<file path="src/sv/u8u16_pkg.sv">
// Shared types, constants and the code point to code unit function of the UTF-8 to UTF-16 block.
package u8u16_pkg;

  localparam int unsigned PointW = 21;
  localparam int unsigned UnitW  = 16;

  localparam logic [7:0]        ContMask  = 8'hC0;
  localparam logic [7:0]        ContTag   = 8'h80;
  localparam logic [7:0]        Lead2Mask = 8'hE0;
  localparam logic [7:0]        Lead2Tag  = 8'hC0;
  localparam logic [7:0]        Lead3Mask = 8'hF0;
  localparam logic [7:0]        Lead3Tag  = 8'hE0;
  localparam logic [7:0]        Lead4Mask = 8'hF8;
  localparam logic [7:0]        Lead4Tag  = 8'hF0;
  localparam logic [PointW-1:0] BmpMax    = 21'h00FFFF;
  localparam logic [PointW-1:0] SuppBase  = 21'h010000;
  localparam logic [UnitW-1:0]  HiSurr    = 16'hD800;
  localparam logic [UnitW-1:0]  LoSurr    = 16'hDC00;

  // Pending result: one unit, or a surrogate pair (u0 high half, u1 low half).
  typedef struct packed {
    logic             pair;
    logic [UnitW-1:0] u0;
    logic [UnitW-1:0] u1;
  } unit_slot_t;

  function automatic unit_slot_t point_to_units(input logic [PointW-1:0] cp);
    unit_slot_t        s;
    logic [PointW-1:0] off;
    off     = cp - SuppBase;
    s.pair  = (cp > BmpMax);
    s.u0    = s.pair ? (HiSurr + {5'd0, off[PointW-1:10]}) : cp[UnitW-1:0];
    s.u1    = LoSurr + {6'd0, cp[9:0]};
    return s;
  endfunction

endpackage

</file>
<file path="src/sv/utf8_to_utf16be_transcoder.sv">
// UTF-8 byte stream to UTF-16 code unit stream transcoder, top level.
//
//  channel | ports                                          | word
//  --------+------------------------------------------------+-------------------------------
//  in      | in_valid, in_stall, in_byte, in_end_of_string  | one UTF-8 byte, end-of-string
//  out     | out_valid, out_stall, out_code_unit,           | one UTF-16 unit, last-of-point
//          | out_run_last                                   |
//
// One byte is taken per cycle while in_stall is low; the decode runs in the
// accept cycle into a two-slot result buffer. A surrogate pair occupies its
// slot until both its units are delivered, so in_stall rises only when both
// slots hold undelivered results. Synchronous active-low reset clears the
// decoder state and empties the buffer. out_stall holds the current unit;
// the input keeps flowing until the spare slot is taken.
module utf8_to_utf16be_transcoder (
  input  logic                      clk,
  input  logic                      rst_n,
  input  logic                      in_valid,
  output logic                      in_stall,
  input  logic [7:0]                in_byte,
  input  logic                      in_end_of_string,
  output logic                      out_valid,
  input  logic                      out_stall,
  output logic [u8u16_pkg::UnitW-1:0] out_code_unit,
  output logic                      out_run_last
);
  import u8u16_pkg::*;

  logic [PointW-1:0] point_r, point_nxt;
  logic [1:0]        expect_r, expect_nxt;
  logic              a_vld_r, a_vld_nxt;
  logic              b_vld_r, b_vld_nxt;
  logic              a_ph_r, a_ph_nxt;
  unit_slot_t        a_r, a_nxt;
  unit_slot_t        b_r, b_nxt;

  logic              in_fire, out_fire, a_done, a_free;
  logic              done;
  logic [PointW-1:0] cp;
  unit_slot_t        new_slot;

  assign in_stall      = b_vld_r;
  assign in_fire       = in_valid & ~in_stall;
  assign out_valid     = a_vld_r;
  assign out_code_unit = a_ph_r ? a_r.u1 : a_r.u0;
  assign out_run_last  = ~a_r.pair | a_ph_r;
  assign out_fire      = a_vld_r & ~out_stall;
  assign a_done        = out_fire & (~a_r.pair | a_ph_r);
  assign a_free        = ~a_vld_r | a_done;

  // Byte decode.
  always_comb begin
    done       = 1'b0;
    cp         = '0;
    point_nxt  = point_r;
    expect_nxt = expect_r;
    if (in_fire) begin
      if (expect_r != 2'd0 && (in_byte & ContMask) == ContTag) begin
        point_nxt  = {point_r[PointW-7:0], in_byte[5:0]};
        expect_nxt = expect_r - 2'd1;
        if (expect_r == 2'd1) begin
          done      = 1'b1;
          cp        = {point_r[PointW-7:0], in_byte[5:0]};
          point_nxt = '0;
        end
      end else begin
        // broken sequence drops the partial point; byte starts afresh
        point_nxt  = '0;
        expect_nxt = 2'd0;
        if (in_byte[7] == 1'b0) begin
          done = 1'b1;
          cp   = {13'd0, in_byte};
        end else if ((in_byte & Lead2Mask) == Lead2Tag) begin
          point_nxt  = {16'd0, in_byte[4:0]};
          expect_nxt = 2'd1;
        end else if ((in_byte & Lead3Mask) == Lead3Tag) begin
          point_nxt  = {17'd0, in_byte[3:0]};
          expect_nxt = 2'd2;
        end else if ((in_byte & Lead4Mask) == Lead4Tag) begin
          point_nxt  = {18'd0, in_byte[2:0]};
          expect_nxt = 2'd3;
        end
      end
      if (in_end_of_string) begin
        point_nxt  = '0;
        expect_nxt = 2'd0;
      end
    end
  end

  assign new_slot = point_to_units(cp);

  // Result buffer: slot a drives the port, slot b catches a word while a waits.
  always_comb begin
    a_nxt     = a_r;
    b_nxt     = b_r;
    a_vld_nxt = a_vld_r;
    b_vld_nxt = b_vld_r;
    a_ph_nxt  = a_ph_r;
    if (a_free) begin
      a_ph_nxt = 1'b0;
      if (b_vld_r) begin
        a_nxt     = b_r;
        a_vld_nxt = 1'b1;
        b_vld_nxt = 1'b0;
      end else begin
        a_nxt     = new_slot;
        a_vld_nxt = done;
      end
    end else begin
      if (out_fire && a_r.pair && !a_ph_r) begin
        a_ph_nxt = 1'b1;
      end
      if (!b_vld_r) begin
        b_nxt     = new_slot;
        b_vld_nxt = done;
      end
    end
  end

  always_ff @(posedge clk) begin
    if (!rst_n) begin
      point_r  <= '0;
      expect_r <= 2'd0;
      a_vld_r  <= 1'b0;
      b_vld_r  <= 1'b0;
      a_ph_r   <= 1'b0;
    end else begin
      point_r  <= point_nxt;
      expect_r <= expect_nxt;
      a_vld_r  <= a_vld_nxt;
      b_vld_r  <= b_vld_nxt;
      a_ph_r   <= a_ph_nxt;
    end
  end

  always_ff @(posedge clk) begin
    a_r <= a_nxt;
    b_r <= b_nxt;
  end

endmodule

</file>
<file path="config.mk">
export PLATFORM = sky130hd
export DESIGN_NAME = utf8_to_utf16be_transcoder
export DESIGN_NICKNAME = d
export VERILOG_FILES = /design/src/sv/u8u16_pkg.sv /design/src/sv/utf8_to_utf16be_transcoder.sv
export SDC_FILE = /design/constraint.sdc
export NUM_CORES = 1
export LEC_CHECK = 0
export ABC_AREA = 1
export BUFFER_PORTS_ARGS = -buffer_cell sky130_fd_sc_hd__buf_2
export CAP_MARGIN = 20
export CELL_PAD_IN_SITES_DETAIL_PLACEMENT = 0
export CELL_PAD_IN_SITES_GLOBAL_PLACEMENT = 2
export CORE_MARGIN = 3
export CORE_UTILIZATION = 37
export CTS_BUF_LIST = sky130_fd_sc_hd__clkbuf_4 sky130_fd_sc_hd__clkbuf_8 sky130_fd_sc_hd__clkbuf_16
export CTS_CLUSTER_SIZE = 8
export DETAILED_ROUTE_END_ITERATION = 10
export PLACE_DENSITY = 0.89
export SLEW_MARGIN = 20
export SYNTH_ARGS = -nofsm -noshare
export SYNTH_HDL_FRONTEND = slang
export SYNTH_SLANG_ARGS = --single-unit
</file>
<file path="constraint.sdc">
create_clock -name clk -period 3.37 [get_ports clk]
set_input_delay 0 -clock clk [delete_from_list [all_inputs] [get_ports clk]]
set_output_delay 0 -clock clk [all_outputs]
set_load 0.01 [all_outputs]
</file>
==> out/qor.txt <==
CP max stage cell: dfxtp_1
syn_nets: 452
Final Max Tran Viols: 0
Post-synth EDFFs: 66
reg2reg end: b_r[26]$_DFFE_PN_
clk buf depth: 2
final period utilization: 0.829
CORE AREA: 0.0104 mm^2
Critical Path AT: 2880 ps
initial antenna violation count: 0
Pwr Density: 437 mW/mm^2
via count: 2,960
Yosys reg bits: 86
crit path max fanout: 17
WL final: 8630 um
Register Area: 0.00238 mm^2
die area: 0.0120 mm^2
drt wl/cell: 13.9 um
asr flop ratio synth: 0
multi-input logic area: 0.00136 mm^2
crit end category: flop
total power: 1.98 mW
postcts setup bufs: 0
final hold vios: 0
Slew Limit Headroom: 0.610
worst hold-check path type: in -> reg
most frequent cells after synthesis: nand2_1 (164), edfxtp_1 (66), nor2_1 (34)
I/O pin total: 32
Buffers on Ports: 31
Tmin final: 2790 ps
Setup Skew: 15.8 ps
Reg clk slew, reported paths: 90 ps
DRC: 0
Max Freq: 358 MHz
Clock Latency Late Sink: 350 ps
synthesized area: 0.00396 mm^2
initial core utilization: 0.382
WP data required: 3460 ps
CTS Buf Count: 9
routability cong.: 0.790
Die Span X: 109 um
Syn Area/Cell: 9.07 um^2
Mapped Cells: 436
crit path from: expect_r[0]$_SDFFE_PN0P_
Sink Count: 86
max cap viols: 0
gr ovfl total: 0
largest cells by area after synthesis: edfxtp_1 (50%), nand2_1 (16%), dfxtp_1 (10%)
count leader, synth: nand2_1
GRT Overall Usage: 0.158
biggest area consumer among synthesized cells: edfxtp_1
antenna cells: 0
drt initial violations: 134
vias in the first global route: 2,827
Vias/cell: 4.77
post-synth cell types: 32
Final Util: 0.437
FF-to-FF path depth: 17
Yosys top cell area share: 0.501
WS Path Type: reg -> reg
Critical Path Source Type: flop
Post-CTS Resized: 0
final cell count without fillers: 621
LEAKAGE: 1.86 nW
Worst-Margin Slew: 580 ps
TritonCTS clock tree: yes
drt pass-1 iters: 4
DRT antenna net count: 0
yosys warns: 0
Syn-to-layout area delta: 14.6%
RSZ-0062 raised after global routing: no
r2r startpoint: expect_r[0]$_SDFFE_PN0P_
end of the critical path: b_r[26]$_DFFE_PN_
dominant synthesized flop cell: edfxtp_1
placed cells: 594
Core Rows: 37
CTS H-tree lvls: 3
FILL cells: 1,069
height of the chip: 109 um
max incr delay on CP: 380 ps
post-synthesis sequential area ratio: 0.602
hold_buf cts: 11
Max IR drop VDD: 0.000188 V
status: finished, final reports clean
setup violators final: 0
worst path cell trace: inv_1 > ha_1 > inv_1 > nand2_2 > nor2_8 > nand2_2 > inv_1 > nand3_1 > ha_1 > nand2_1 > nor2_1 > nand2_1 > nor2_1 > nand3_2 > nand2_4 > nand2_2 > nand3_1
dpl hpwl: 6140 um
reg2reg setup slack: 580 ps
largest net degree at the start of global routing: 35
setup TNS: 0 ps
Final #Nets: 496
clock root cell: clkbuf_8
first-pass GRT wire length: 14,500 um
share of layout cells above drive strength 1: 0.155
==> worst min-delay path by stage <==
| stage | startpoint | endpoint | slack, ps | cells past startpoint |
|---|---|---|---|---|
| after floorplan | in_byte[0] | point_r[0]$_SDFFE_PN0P_ | 140 | 2 |
| after global placement | in_byte[1] | point_r[1]$_SDFFE_PN0P_ | 280 | 3 |
| after detailed placement | in_byte[1] | point_r[1]$_SDFFE_PN0P_ | 290 | 3 |
| after CTS | in_valid | point_r[10]$_SDFFE_PN0P_ | 8 | 4 |
| after global routing | in_valid | point_r[10]$_SDFFE_PN0P_ | 40 | 4 |
| final | in_valid | point_r[10]$_SDFFE_PN0P_ | 40 | 4 |
==> layout by cell type, fill, tap and decap left out, types with 5 or more instances in the layout <==
master	instances
buf_2	31
clkbuf_8	9
a21oi_1	22
dlygate4sd3_1	11
nor2_1	34
nand2_1	164
nand3_1	31
nand2_2	10
buf_4	6
dfxtp_1	20
edfxtp_1	66
inv_1	31
or2_2	5
o21ai_0	12
==> per-stage QoR <==
| step | instance area [um^2] | setup WS [ps] | hold slack (ps) |
|---|---|---|---|
| after floorplan | 3960 | 463 | 143 |
| after CTS | 4530 | 567 | 8.29 |
| final | 4530 | 578 | 37.6 |
| after global routing | 4530 | 330 | 36.3 |
| after detailed placement | 4240 | 577 | 291 |
| after global placement | 4240 | 679 | 281 |
==> critical path, delay by kind of cell (launching register included) <==
family | cells | cell delay, ps
simple gates | 12 | 1440
buf+inv | 3 | 230
fa+ha+maj | 2 | 470
flops | 1 | 380
==> routing by layer <==
metal	global-route usage	share of wire	up-vias
li1	-	-	1516
met1	0.220	0.50	1397
met2	0.250	0.46	41
met3	0.0288	0.033	6
met4	0.0481	0.0085	0
met5	0	0	-
==> area by class of cell <==
| type | instances | area share |
|---|---|---|
| clock buffers | 9 | 0.0273 |
| flip-flops and latches | 86 | 0.526 |
| multi-input cells | 301 | 0.301 |
| clock inverters | 7 | 0.0124 |
| well taps | 136 | 0.0375 |
| repair buffers | 48 | 0.0685 |
| inverters | 34 | 0.0282 |
==> registers in the layout, indices dropped and copies added (netlist names) <==
name,cells
expect_r,2
out_valid,1
in_stall,1
a_ph_r,1
point_r,15
a_r,33
b_r,33
==> cells by family (layout without fill, tap and decap cells) <==
logic type      after synthesis  count (layout)  synth area share
compound gates               38              38            0.0490
xor+xnor                      2               2           0.00443
fa+ha+maj                     3               3           0.00949
buf+inv                      49              98            0.0534
flops                        86              86             0.602
simple gates                258             258             0.281
==> report_power, final <==
part	switching, mW	internal (mW)
logic	0.0791	0.0400
registers	0.0104	1.17
clock network	0.399	0.277
No activity file was read; power rests on OpenSTA's default activity.
